[config.mk]
export PLATFORM = sky130hd
export DESIGN_NAME = rkq_cell
export DESIGN_NICKNAME = d
export VERILOG_FILES = /design/src/rtl/core/range_kth_smallest_query_defines.svh /design/src/rtl/core/rkq_pkg.sv /design/src/rtl/core/rkq_cell.sv
export SDC_FILE = /design/constraint.sdc
export NUM_CORES = 1
export LEC_CHECK = 0
export BUFFER_PORTS_ARGS = -buffer_cell sky130_fd_sc_hd__clkbuf_2
export CAP_MARGIN = 20
export CORE_ASPECT_RATIO = 1.4
export CORE_MARGIN = 3
export CORE_UTILIZATION = 30
export CTS_CLUSTER_DIAMETER = 30
export DETAILED_ROUTE_END_ITERATION = 10
export SLEW_MARGIN = 10
export SYNTH_ARGS = -nofsm -noshare
export SYNTH_HDL_FRONTEND = slang
export SYNTH_SLANG_ARGS = --single-unit
[constraint.sdc]
create_clock -name i_clk -period 3.8 [get_ports i_clk]
set_input_delay 0.57 -clock i_clk [delete_from_list [all_inputs] [get_ports i_clk]]
set_output_delay 0.57 -clock i_clk [all_outputs]
set_load 0.005 [all_outputs]
[src/rtl/core/range_kth_smallest_query_defines.svh]
// Assertion macros used by the range k-th smallest query top level.
`ifndef RANGE_KTH_SMALLEST_QUERY_DEFINES_SVH
`define RANGE_KTH_SMALLEST_QUERY_DEFINES_SVH

// Check that the consequent holds in the same cycle as the antecedent.
`define RKQ_ASSERT_NOW(label, clk, rst_n, ante, cons) \
    label: assert property (@(posedge clk) disable iff (!(rst_n)) (ante) |-> (cons)) \
        else $error("rkq check failed: same-cycle implication");

// Check that the consequent holds in the cycle after the antecedent.
`define RKQ_ASSERT_NEXT(label, clk, rst_n, ante, cons) \
    label: assert property (@(posedge clk) disable iff (!(rst_n)) (ante) |=> (cons)) \
        else $error("rkq check failed: next-cycle implication");

`endif

[src/rtl/core/rkq_pkg.sv]
// Package with types and constants of the range k-th smallest query block.
`timescale 1ns / 1ps
`default_nettype none

package rkq_pkg;

    // Number of counting cells in the chain and the bits of a lane index.
    localparam int NUM_CELLS = 32;
    localparam int LANE_W    = $clog2(NUM_CELLS);

    localparam int DEF_MAX_ELEMENTS = 1024;
    localparam int DEF_ROW_W        = 5;
    localparam int DEF_PART_W       = $clog2(NUM_CELLS + 1);

    // Width of the position and rank fields.
    localparam int POS_W = 11;

    localparam logic signed [31:0] VALUE_MAX = 32'sh7FFF_FFFF;
    localparam logic signed [31:0] VALUE_MIN = 32'sh8000_0000;

    typedef enum logic [1:0] {
        ACT_CLEAR  = 2'd0,
        ACT_APPEND = 2'd1,
        ACT_QUERY  = 2'd2,
        ACT_NONE   = 2'd3
    } t_action;

    typedef struct packed {
        t_action             action;
        logic signed [31:0]  value;
        logic [POS_W-1:0]    left;
        logic [POS_W-1:0]    right;
        logic [POS_W-1:0]    rank;
    } t_query_word;

    typedef struct packed {
        logic signed [31:0]  kth_value;
        logic                error;
    } t_result_word;

endpackage

`default_nettype wire

[src/rtl/core/rkq_cell.sv]
// One counting cell: a bank of stored elements and a compare against the midpoint.
`timescale 1ns / 1ps
`default_nettype none

module rkq_cell import rkq_pkg::*; #(
    parameter int ROW_W    = DEF_ROW_W,
    parameter int PART_W   = DEF_PART_W,
    parameter int CELL_IDX = 0
) (
    input  logic                    i_clk,
    input  logic                    i_rst_n,
    input  logic                    i_we,
    input  logic [ROW_W-1:0]        i_waddr,
    input  logic signed [31:0]      i_wdata,
    input  logic signed [32:0]      i_mid,
    input  logic [ROW_W+LANE_W-1:0] i_first,
    input  logic [ROW_W+LANE_W-1:0] i_last,
    input  logic [ROW_W-1:0]        i_row,
    input  logic                    i_row_valid,
    input  logic [PART_W-1:0]       i_part,
    output logic [ROW_W-1:0]        o_row,
    output logic                    o_row_valid,
    output logic [PART_W-1:0]       o_part,
    output logic                    o_part_valid
);

    localparam int DEPTH = 1 << ROW_W;
    localparam int IDX_W = ROW_W + LANE_W;

    logic signed [31:0] r_mem [DEPTH];
    logic signed [31:0] r_rdata;
    logic [ROW_W-1:0]   r_drow;
    logic               r_dvalid;
    logic [PART_W-1:0]  r_part;
    logic               r_part_valid;

    logic [IDX_W-1:0]   w_idx;
    logic               w_hit;

    // Position of the element now in the read register.
    assign w_idx = {r_drow, LANE_W'(CELL_IDX)};
    assign w_hit = r_dvalid && (w_idx >= i_first) && (w_idx <= i_last) &&
                   (33'(r_rdata) < i_mid);

    always_ff @(posedge i_clk) begin
        if (i_we) begin
            r_mem[i_waddr] <= i_wdata;
        end
        r_rdata <= r_mem[i_row];
        r_drow  <= i_row;
        r_part  <= i_part + PART_W'(w_hit);
    end

    always_ff @(posedge i_clk) begin
        if (!i_rst_n) begin
            r_dvalid     <= 1'b0;
            r_part_valid <= 1'b0;
        end else begin
            r_dvalid     <= i_row_valid;
            r_part_valid <= r_dvalid;
        end
    end

    // Hand the row address on in the cycle before the partial count.
    assign o_row        = r_drow;
    assign o_row_valid  = r_dvalid;
    assign o_part       = r_part;
    assign o_part_valid = r_part_valid;

endmodule

`default_nettype wire
Word level (Yosys, flattened, before mapping)
Memories as Yosys holds them, arrays and structs flattened. A register that Yosys moved wholly into a read port is not among the register bits.
Cells that the tools add are included.
- register bits: 13
- bits in latches: 0
- RAM bits: 1024
- ROM bits: 0
- input port bits: 105
- output and inout bits: 13
- logic and storage cells: 14
- memories: 1
- add/subtract/negate cells: 1
- $mul: 0
- divide/modulo/power cells: 0
- $lt $le $gt $ge: 3
- eq/ne operators: 0
- shift operators: 0
- mux-type cells: 2
- bitwise gates (word level): 0
- reduce and logical (&&, ||, !) cells: 3
- memories (name ; words ; width ; read ports ; clocked after memory_dff ; wr ports ; RTL line ; source):
    r_mem ; 32 ; 32 ; 1 ; 1 ; 1 ; rkq_cell.sv:30 ; logic signed [31:0] r_mem [DEPTH];
- operator list (operator ; number):
    $lt A32 B33 Y1 ; 1
    $ge A10 B10 Y1 ; 1
    $le A10 B10 Y1 ; 1
    $add A6 B1 Y6 ; 1
    $logic_and A1 B1 Y1 ; 3
    $mux W1 ; 2

Depth between registers and ports, before layout
Gate-level depths: netlist (run 1).
- depth in word-level cells: 5
- depth in mapped cells: 12
- gate-level depth less buffers: 12

Least setup slack after synthesis (run 1)
No wires, ideal clock.
- path kind: in2reg
- start: input port i_waddr[1]
- end: memory r_mem[12][0], enable pin
- library setup time: 0.421 ns
- data arrival time: 2.583 ns
- data required time: 3.379 ns
- setup slack: 0.796 ns
- cell stages on the path: 3
- path buffers: 1
- cell sequence: or3b_2 > clkbuf_1 > nor2_1
- RTL lines (element ; RTL line ; source):
    from (decl) ; rkq_cell.sv:13 ; input logic [ROW_W-1:0] i_waddr,
    to (decl) ; rkq_cell.sv:30 ;
No word-level cell before the write port.

Final worst setup path (run 1)
- start: register r_rdata[24], read port of r_mem
- end: register r_part[4], in the netlist o_part[4]
- longest elaborated chain between the ends: 3
- RTL lines (element ; RTL line ; source):
    from (decl) ; rkq_cell.sv:31 ; logic signed [31:0] r_rdata;
    $lt A32 B33 Y1 ; rkq_cell.sv:43 ; (33'(r_rdata) < i_mid);
    $logic_and A1 B1 Y1 ; rkq_cell.sv:42 ; assign w_hit = r_dvalid && (w_idx >= i_first) && (w_idx <= i_last) &&
    $add A6 B1 Y6 ; rkq_cell.sv:51 ; r_part <= i_part + PART_W'(w_hit);
    to (signal assigned) ; rkq_cell.sv:51 ;
    to (decl) ; rkq_cell.sv:34 ; logic [PART_W-1:0] r_part;
No other way between the ends.
A chain may end at the register's enable or synchronous reset.

==> results of run 1 <==
==> cell families after synthesis <==
| logic type | count (synthesis) | synth area share [%] |
|---|---|---|
| simple gates | 81 | 1.00 |
| flops | 1069 | 77.3 |
| fa+ha+maj | 44 | 1.34 |
| xor+xnor | 4 | 0.0856 |
| mux | 352 | 18.5 |
| compound gates | 36 | 0.556 |
| buf+inv | 120 | 1.26 |
==> area by class of cell <==
class | instances | area [um2] | share of cell area [%]
inverter | 44 | 165 | 0.330
clock inverter | 111 | 1420 | 2.83
multi-input combinational | 517 | 9040 | 18.1
timing repair buffer | 192 | 1470 | 2.93
tap | 1771 | 2220 | 4.43
sequential | 1069 | 31700 | 63.2
clock buffer | 175 | 4100 | 8.19
antenna | 7 | 17.5 | 0.0350
==> power by group through the flow <==
| stage | clock network (mW) | registers, mW | logic, mW |
|---|---|---|---|
| after floorplan | 0 | 13.4 | 0.780 |
| after global placement | 0 | 13.4 | 1.33 |
| after detailed placement | 0 | 13.4 | 1.36 |
| after CTS | 15.2 | 13.2 | 1.37 |
| after global routing | 15.7 | 13.2 | 1.45 |
| final | 14.9 | 13.2 | 1.33 |
==> synthesized netlist by cell type <==
library cell	number	area (um2)
edfxtp_1	1024	30700
mux4_2	320	7210
dfxtp_1	45	901
ha_1	44	551
inv_1	44	165
clkbuf_1	37	139
nor2_1	35	131
mux2_2	32	360
buf_2	22	110
a21oi_1	12	60.1
buf_1	10	37.5
nand2_1	10	37.5
o21ai_0	8	40.0
nand4_1	6	37.5
a21o_1	5	37.5
nand3_1	5	25.0
nand3b_1	5	37.5
buf_4	4	30.0
nor3_1	4	20.0
a221oi_1	3	26.3
buf_6	3	33.8
o21a_1	3	22.5
or3b_2	3	26.3
and2_1	2	12.5
and3_1	2	12.5
and4_1	2	17.5
nor4_1	2	12.5
o221ai_1	2	17.5
xnor2_1	2	17.5
xor2_1	2	17.5
a2bb2oi_1	1	8.76
a31oi_1	1	6.26
a41oi_1	1	8.76
and3b_1	1	8.76
nor2b_1	1	6.26
nor4b_1	1	8.76
or3_1	1	6.26
or4b_2	1	10.0
==> through the flow <==
stage / hold slack, ns / util, % / setup TNS (ns) / instance area (um2)
floorplan: 0.477 / - / 0 / 41000
global placement: 0.485 / 33.0 / -1.58 / 44500
detailed placement: 0.495 / 33.0 / -1.89 / 44500
CTS: 0.0000577 / 37.1 / 0 / 50100
global route: 0.0391 / 37.1 / 0 / 50100
finish: 0.0718 / 37.1 / 0 / 50100
==> routing by layer <==
metal	track usage, %	share of wire [%]	up-vias
met5	0	0.074	-
met4	4.53	2.3	10
met2	24.6	52	720
met1	18.0	39	10400
met3	3.28	6.7	178
li1	-	-	7899
==> path summary, 6_finish.rpt <==
| path | from | end | slack [ns] | cells after the start |
|---|---|---|---|---|
| worst min register to register | o_row_valid$_SDFF_PN0_ | o_part_valid$_SDFF_PN0_ | 0.52 | 1 |
| worst max register to register | r_rdata[24]$_DFF_P_ | o_part[4]$_DFF_P_ | 0.38 | 14 |
| worst min-delay path | i_rst_n | o_row_valid$_SDFF_PN0_ | 0.07 | 2 |
| worst max-delay path | r_rdata[24]$_DFF_P_ | o_part[4]$_DFF_P_ | 0.38 | 14 |
==> flip-flops by register name (all words and copies together) (netlist names) <==
register      count
o_part            6
o_part_valid      1
o_row             5
o_row_valid       1
r_mem          1024
r_rdata          32
==> critical path, delay by kind of cell, from the launching register on <==
kind	cells	cell delay (ns)
buf+inv	3	0.66
fa+ha+maj	3	0.63
flops	1	0.30
xor+xnor	1	0.13
compound gates	1	0.41
simple gates	6	1.16
==> timing repair <==
| action | 4_1_cts | 5_1_grt |
|---|---|---|
| resized for setup | 1 | 0 |
| setup buffers | 0 | 0 |
| setup endpoints to repair | 3 | 0 |
| hold buffers | 7 | 0 |
| endpoints found under the hold margin | 7 | 0 |
==> summary.txt, run 1 <==
outcome - completed
Seq cells post-synth - 1069
grt ovf - 0
slowest stage cell, crit path - nor4_1
final worst path period share - 90.1%
sw frac - 21.2%
f_max - 292 MHz
Distinct cells, synth - 38
Gate power share - 4.5%
RSZ-0062 raised after global routing - no
Clk pin slew, worst setup/hold paths - 0.05 ns
Placement Rows - 159
DR DRC count - 0
Vias - 19200
Mapped Nets - 1855
min Tclk post-route - 3.42 ns
NetSw - 6.25 mW
crit path DAT - 4.06 ns
number of max-slew violations in the final report - 0
CP max FO - 3
Slew @ Worst Pin - 0.938 ns
CP required - 4.44 ns
power density over the cells - 588 mW/mm2
Hold Path Class - input port to flop
largest net degree at the start of global routing - 61
number of cells after detailed placement - 3586
Post-Route WL - 101 mm
H-tree levels - 4
fillers - 12000
Seq/Total Area, Yosys - 77.3%
final setup fails - 0
Slew Limit Headroom - 37.3%
post-synthesis instance area - 0.0410 mm2
Worst Setup Start Kind - flop
overall power - 29.4 mW
most common cell after layout, fill and taps aside - edfxtp_1
Final #Nets - 2131
leak pwr - 16.2 nW
Placement Setup Slack - -0.399 ns
routed vias/inst - 4.93
kind of critical path - flop to flop
Die ar. - 0.141 mm2
Hold Fails Final Rpt - 0
share of cells above drive strength 1 - 39.8%
first-pass GRT wire length - 146 mm
vias in the first global route - 20600
crit-path cells - ha_1 > nand4_1 > buf_4 > nor4_1 > buf_4 > nand2_1 > o221ai_2 > buf_4 > nor3_1 > and3b_1 > ha_1 > ha_1 > nand3_1 > xnor2_1
Clk network pwr share - 50.7%
port bufs - 117
Synth Instances - 1706
Core Area - 0.135 mm2
clk sink count - 1069
Post-Syn Area per Cell - 24.0 um2
Final ANT Viol Nets - 0
CTS root buf - clkbuf_16
effective utilization at floorplan - 30.4%
Max rail drop VDD - 0.000480 V
Yosys Warn Count - 0
Setup WS post-layout - 0.376 ns
Synth-to-Final Area Change - 22.3%
worst-skew pair later-pin latency - 0.75 ns
Die Wd - 318 um
Initial DRC Count - 1911
Inserted Clock Buffers - 158
antenna violations before repair - 13
gpl congestion - 0.746
most frequent cells in the layout - edfxtp_1, mux4_2, clkbuf_16
Pre-Repair DR Iteration Count - 5
Die Y-Extent - 443 um
internal power - 23.2 mW
Routed WL per cell - 26.0 um
Max Root-Sink Buffers - 3
Final Non-Filler Cells - 3886
sequential share of power - 44.7%
CTS tree - built
Worst path max stage delay - 0.62 ns
GRT Total Usage - 14.3%
Fin Clk Skew - 0.0149 ns
DP HPWL - 54.9 mm
CP endpoint kind - flop
I/O pins - 118
Max Cap Viol - 0
Note: power is estimated with default switching activity, not from simulation.
==> run 2: changes to the inputs <==
--- a/config.mk
+++ b/config.mk
@@ -7,9 +7,9 @@
 export LEC_CHECK = 0
 export BUFFER_PORTS_ARGS = -buffer_cell sky130_fd_sc_hd__clkbuf_2
 export CAP_MARGIN = 20
-export CORE_ASPECT_RATIO = 1.4
 export CORE_MARGIN = 3
 export CORE_UTILIZATION = 30
+export CTS_BUF_LIST = sky130_fd_sc_hd__clkbuf_8
 export CTS_CLUSTER_DIAMETER = 30
 export DETAILED_ROUTE_END_ITERATION = 10
 export SLEW_MARGIN = 10
==> run 2 against run 1 <==
Compared with the run above:
- setup slack lost 0.064 ns
- clock power shrank 22%
- clock skew grew 0.020 ns
- final area shrank 2.2%
- combinational power is essentially flat
- fmax shrank 1.8%
- sequential share of layout area grew 1.4 points
- non-clock buffer count grew 13
==> summary.txt, run 2 (same netlist as run 1, synthesis figures left out) <==
Max Cap Viol - 0 (unchanged)
antenna violations before repair - 6 (-7)
Synth-to-Final Area Change - 19.6%
grt ovf - 0 (unchanged)
most common cell after layout, fill and taps aside - edfxtp_1
final worst path period share - 91.8% (+1.7 points)
kind of critical path - flop to flop
CP endpoint kind - flop
gpl congestion - 0.753 (+1.0%)
clk sink count - 1069 (unchanged)
effective utilization at floorplan - 30.5% (+0.094 points)
Hold Fails Final Rpt - 0 (unchanged)
fillers - 12200 (+0.89%)
Slew Limit Headroom - 40.2% (+2.9 points)
largest net degree at the start of global routing - 50 (-18%)
Max rail drop VDD - 0.000299 V (-38%)
CP top delay family - simple AND/OR/NAND/NOR gates
f_max - 287 MHz (-1.8%)
CP max FO - 4 (+1)
Placement Rows - 134 (-16%)
max reg flops - 1024 (unchanged)
number of cells after detailed placement - 3591 (+0.14%)
Slew @ Worst Pin - 0.893 ns (-0.0446 ns)
H-tree levels - 4 (unchanged)
CTS root buf - clkbuf_8
Final #Nets - 2177 (+2.2%)
most frequent cells in the layout - edfxtp_1, mux4_2, clkbuf_8
routed vias/inst - 4.93 (about the same)
area of the multi-input gates - 0.00905 mm2 (+0.11%)
port bufs - 117 (unchanged)
I/O pins - 118 (unchanged)
CP required - 4.56 ns (+0.12 ns)
Die ar. - 0.141 mm2 (about the same)
Core Area - 0.134 mm2 (-0.31%)
CTS tree - built
Worst Setup Start Kind - flop
slowest stage cell, crit path - nor4_2
Most flops, register - r_mem
Initial DRC Count - 2275 (+19%)
Die Wd - 375 um (+18%)
Max Root-Sink Buffers - 3 (unchanged)
number of max-slew violations in the final report - 0 (unchanged)
leak pwr - 15.9 nW (-2.0%)
share of cells above drive strength 1 - 39.7% (about the same)
power density over the cells - 533 mW/mm2 (-9.3%)
GRT Total Usage - 14.3% (+0.015 points)
vias in the first global route - 20400 (-1.1%)
min Tclk post-route - 3.49 ns (+0.0642 ns)
critical path buffer and inverter count - 1 (-2)
Sequential Area - 0.0317 mm2 (unchanged)
first-pass GRT wire length - 145 mm (-0.70%)
DP HPWL - 54.7 mm (-0.37%)
post-CTS setup buffers - 0 (unchanged)
outcome - completed
DR DRC count - 0 (unchanged)
Die Y-Extent - 375 um (-15%)
cell mode on critical path - ha_1
Fin Clk Skew - 0.0348 ns (+0.0199 ns)
Pre-Repair DR Iteration Count - 5 (unchanged)
Hold Path Class - input port to flop
Clk pin slew, worst setup/hold paths - 0.06 ns (about the same)
setup slack on the worst flop-to-flop path - 0.31 ns (-0.06 ns)
overall power - 26.1 mW (-11%)
Vias - 19500 (+1.7%)
final setup fails - 0 (unchanged)
Final Non-Filler Cells - 3956 (+1.8%)
crit-path cells - ha_1 > nand4_1 > nor4_2 > buf_4 > nand2_1 > o221ai_2 > o21ai_0 > and3b_1 > ha_1 > ha_1 > nand3_1 > xnor2_1
Worst path max stage delay - 0.64 ns (+0.02 ns)
Inserted Clock Buffers - 191 (+21%)
RSZ-0062 raised after global routing - no
crit path DAT - 4.25 ns (+0.19 ns)
Final ANT Viol Nets - 0 (unchanged)
worst-skew pair later-pin latency - 0.86 ns (+0.11 ns)
Routed WL per cell - 25.5 um (-1.8%)
Post-Route WL - 101 mm (about the same)
run 2: changes by cell type in the layout (fill, tap and decap cells not counted), sizes merged:
cell and delta:
clkbuf +28, clkinv +19, inv +17, buf +8, clkinvlp -5, dlygate4sd3 +5, bufinv +3, diode -2
run 2: worst paths after layout:
check / startpoint / endpoint / cells after the start
setup reg to reg: r_rdata[27]$_DFF_P_ / o_part[4]$_DFF_P_ / 12
hold reg to reg: o_row_valid$_SDFF_PN0_ / o_part_valid$_SDFF_PN0_ / 1
hold / removal: i_row[3] / o_row[3]$_DFF_P_ / 1
setup / recovery: r_rdata[27]$_DFF_P_ / o_part[4]$_DFF_P_ / 12
run 2: cell type report:
class                   count  area share, %
flip-flops and latches   1069           64.6
multi-input cells         517           18.5
clock buffers             203           5.70
well taps                1768           4.52
repair buffers            205           3.45
clock inverters           145           2.86
inverters                  44          0.337
diodes                      5         0.0255
run 2: worst register-to-register path, delay by kind of cell, from the launching register on:
| kind | cells | cell delay, ns |
|---|---|---|
| flip-flops | 1 | 0.37 |
| AO/OA/AOI/OAI | 2 | 0.71 |
| XOR/XNOR | 1 | 0.12 |
| buffers and inverters | 1 | 0.26 |
| AND/OR/NAND/NOR | 5 | 1.18 |
| adder cells (fa/ha/maj) | 3 | 0.75 |
run 2: routing by layer:
layer  track usage, %  share of wire, %  up-vias
met3             4.03               8.4      136
li1                 -                 -     8003
met5                0             0.020        -
met1             20.0                43    10500
met2             21.8                46      814
met4             4.54               2.0        2
run 2: where the power goes:
part / switching (mW) / internal [mW]
Combinational: 0.749 / 0.610
Clock: 4.82 / 6.77
Sequential: 0.0691 / 13.1
Total: 5.63 / 20.5
run 2: timing repair:
action	4_1_cts	5_1_grt
hold buffers	12	0
pin swaps	0	0
endpoints found under the hold margin	12	0
endpoints found under the setup margin	5	4
gates resized for setup	1	1
run 2: stage by stage:
stage	TNS [ns]	util [%]	area, um2	setup slack [ns]	hold WS, ns
global route	0	36.4	49000	0.206	0.201
global placement	-2.97	33.2	44600	-0.579	0.497
floorplan	0	-	41000	0.796	0.477
CTS	0	36.4	49000	0.0317	0.160
finish	0	36.4	49000	0.312	0.238
detailed placement	-2.86	33.2	44600	-0.583	0.498
==> run 3: changes to the inputs <==
--- a/config.mk
+++ b/config.mk
@@ -5,6 +5,7 @@
 export SDC_FILE = /design/constraint.sdc
 export NUM_CORES = 1
 export LEC_CHECK = 0
+export ABC_AREA = 1
 export BUFFER_PORTS_ARGS = -buffer_cell sky130_fd_sc_hd__clkbuf_2
 export CAP_MARGIN = 20
 export CORE_MARGIN = 3
==> run 3 against run 2 <==
Compared with the run above:
- global-route usage rose by 1.2 points
- sequential power hardly changed
- largest cell class unchanged
- combinational power up 15%
- register-to-register slack better by 0.15 ns
- largest power group unchanged
- critical endpoint unchanged
- synthesized cell count grew 83%
- clock power fell by 19%
- hold slack lost 0.11 ns
- critical path depth is 3 higher
- power is 7.8% lower
- critical path type unchanged
- wire length grew 15%
- sequential cell count stayed put
==> summary.txt, run 3 <==
outcome - completed
synth top area cells - edfxtp_1, nor2_1, o221ai_1
grt ovf - 0 (unchanged)
H-tree levels - 4 (unchanged)
Gate power share - 6.5% (+1.3 points)
Slew Limit Headroom - 40.7% (+0.56 points)
CP max FO - 2 (-2)
NetSw - 5.67 mW (+0.57%)
Die Wd - 384 um (+2.3%)
Hold Fails Final Rpt - 0 (unchanged)
f_max - 300 MHz (+4.6%)
Max Cap Viol - 0 (unchanged)
most common cell after layout, fill and taps aside - edfxtp_1
antenna violations before repair - 6 (unchanged)
asr flop ratio synth - 0% (unchanged)
Die ar. - 0.147 mm2 (+4.6%)
synth cell count leaders - edfxtp_1, nor2_1, o21bai_1
Synth top area share - 71.8% (-3.3 points)
post-CTS setup buffers - 0 (unchanged)
slowest stage cell, crit path - dlygate4sd3_1
gpl congestion - 0.780 (+3.6%)
CTS tree - built
Post-Route WL - 116 mm (+15%)
clk sink count - 1069 (unchanged)
Core Util, Final - 34.8% (-1.6 points)
CP endpoint kind - flop
Routed WL per cell - 21.9 um (-14%)
final setup fails - 0 (unchanged)
Most flops, register - r_mem
most frequent cells in the layout - edfxtp_1, nor2_1, o21bai_1
GRT Total Usage - 15.6% (+1.2 points)
Fin Clk Skew - 0.0283 ns (-0.00651 ns)
kind of critical path - flop to flop
effective utilization at floorplan - 30.2% (-0.23 points)
first-pass GRT wire length - 172 mm (+18%)
Hold Path Class - input port to flop
crit path DAT - 4.04 ns (-0.21 ns)
Finished Cell Area - 0.0494 mm2 (+0.80%)
port bufs - 117 (unchanged)
number of synthesized flops with an enable pin - 1024 (unchanged)
crit-path cells - ha_1 > nand2_1 > inv_1 > nand2_1 > nand2_1 > a21oi_1 > nand2_1 > nand2_1 > a21oi_1 > nor2_1 > ha_1 > ha_1 > nand3_1 > xor2_1 > dlygate4sd3_1
number of max-slew violations in the final report - 0 (unchanged)
largest net degree at the start of global routing - 130 (+160%)
Final #Nets - 3433 (+58%)
area leader, netlist - edfxtp_1
DP HPWL - 58.6 mm (+7.1%)
share of cells above drive strength 1 - 13.1% (-27 points)
power density over the cells - 488 mW/mm2 (-8.5%)
Seq cells post-synth - 1069 (unchanged)
Worst Setup Start Kind - flop
Synth-to-Final Area Change - 15.2%
Final ANT Viol Nets - 0 (unchanged)
Vias - 26900 (+38%)
post-synthesis instance area - 0.0429 mm2 (+4.6%)
Post-DP Area - 0.0460 mm2 (+3.2%)
worst-skew pair later-pin latency - 0.84 ns (-0.02 ns)
min Tclk post-route - 3.33 ns (-0.154 ns)
vias in the first global route - 26400 (+29%)
Worst path max stage delay - 0.54 ns (-0.10 ns)
Post-Syn Area per Cell - 13.7 um2 (-43%)
setup TNS - 0 ns (unchanged)
Seq/Total Area, Yosys - 73.9% (-3.4 points)
sw frac - 23.5% (+2.0 points)
Inserted Clock Buffers - 168 (-12%)
dominant synthesized flop cell - edfxtp_1
cell mode on critical path - nand2_1
most frequent cell after synthesis - edfxtp_1
internal power - 18.4 mW (-10%)
RSZ-0062 raised after global routing - no
I/O pins - 118 (unchanged)
leak pwr - 16.6 nW (+4.2%)
Max rail drop VDD - 0.000261 V (-13%)
DR DRC count - 0 (unchanged)
CP required - 4.50 ns (-0.06 ns)
max reg flops - 1024 (unchanged)
Synth Instances - 3129 (+83%)
Yosys Warn Count - 0 (unchanged)
sequential share of power - 54.6% (+4.2 points)
Core Area - 0.142 mm2 (+5.4%)
CTS root buf - clkbuf_8
Clk network pwr share - 38.8% (-5.6 points)
Die Y-Extent - 384 um (+2.3%)
Pre-Repair DR Iteration Count - 5 (unchanged)
final worst path period share - 87.7% (-4.1 points)
Mapped Nets - 3278 (+77%)
Distinct cells, synth - 27 (-29%)
Slew @ Worst Pin - 0.889 ns (-0.00417 ns)
routed vias/inst - 5.07 (+3.0%)
Initial DRC Count - 3050 (+34%)
Max Root-Sink Buffers - 3 (unchanged)
Clk pin slew, worst setup/hold paths - 0.06 ns (about the same)
Placement Rows - 138 (+3.0%)
run 3: cell count changes after synthesis, sizes merged, moves of 70 or more:
cell    previous run  this run
nand2             10       218
mux4             320         0
o21bai             0       256
nand3              5       145
clkbuf            37       109
buf               39       109
nor2              35       531
o221ai             2       224
o21ai              8       257
run 3: stage by stage:
| step | hold slack, ns | total power, mW | setup slack [ns] | std cells |
|---|---|---|---|---|
| after floorplan | 0.436 | 14.3 | 1.15 | 3129 |
| after global placement | 0.448 | 14.9 | 0.938 | 4993 |
| after detailed placement | 0.450 | 15.0 | 0.935 | 4993 |
| after CTS | 0.0355 | 24.3 | 0.559 | 5304 |
| after global routing | 0.0992 | 25.0 | 0.235 | 5307 |
| final | 0.131 | 24.1 | 0.466 | 5308 |
run 3: final cells by class:
| type | count | area (um2) |
|---|---|---|
| diodes | 3 | 7.51 |
| clock buffers | 183 | 2520 |
| clock inverters | 118 | 682 |
| fillers | 13700 | 92400 |
| inverters | 72 | 284 |
| multi-input cells | 1770 | 10200 |
| flip-flops and latches | 1069 | 31700 |
| well taps | 1890 | 2360 |
| repair buffers | 203 | 1700 |
run 3: path summary, 6_finish.rpt:
check                          from                       to  slack (ns)  cells after the start
min                        i_row[3]         o_row[3]$_DFF_P_        0.13                      1
max reg2reg     r_rdata[12]$_DFF_P_        o_part[4]$_DFF_P_        0.47                     15
max             r_rdata[12]$_DFF_P_        o_part[4]$_DFF_P_        0.47                     15
min reg2reg  o_row_valid$_SDFF_PN0_  o_part_valid$_SDFF_PN0_        0.45                      2
run 3: kinds of logic (layout without fill, tap and decap cells):
group	count (synthesis)	in the layout	share of synthesized area [%]
AO/OA/AOI/OAI	822	822	13.5
XOR/XNOR	4	4	0.0817
adder cells (fa/ha/maj)	44	44	1.28
buffers and inverters	290	576	2.98
flip-flops	1069	1069	73.9
other	0	3	0
AND/OR/NAND/NOR	900	900	8.34
run 3: what timing repair did:
item                                   CTS  global route
hold buffers                            10             0
gates resized for setup                  0             0
endpoints found under the hold margin    9             0
run 3: routing by layer:
metal	track usage [%]	up-vias	wire (um)
li1	-	12100	-
met1	22.4	13500	52200
met2	23.2	1136	51600
met3	3.49	157	10200
met4	5.06	2	2340
met5	0	-	9
run 3: critical path, delay by kind of cell, from the launching register on:
kind	cells	cell delay [ns]
simple gates	7	1.01
flops	1	0.52
buf+inv	2	0.58
fa+ha+maj	3	0.68
compound gates	2	0.27
xor+xnor	1	0.14
run 3: power groups by stage:
stage | clock (mW) | sequential, mW | combinational, mW
floorplan | 0 | 13.4 | 0.909
global placement | 0 | 13.4 | 1.54
CTS | 9.58 | 13.2 | 1.57
detailed placement | 0 | 13.4 | 1.56
global route | 10.1 | 13.2 | 1.75
finish | 9.36 | 13.2 | 1.57
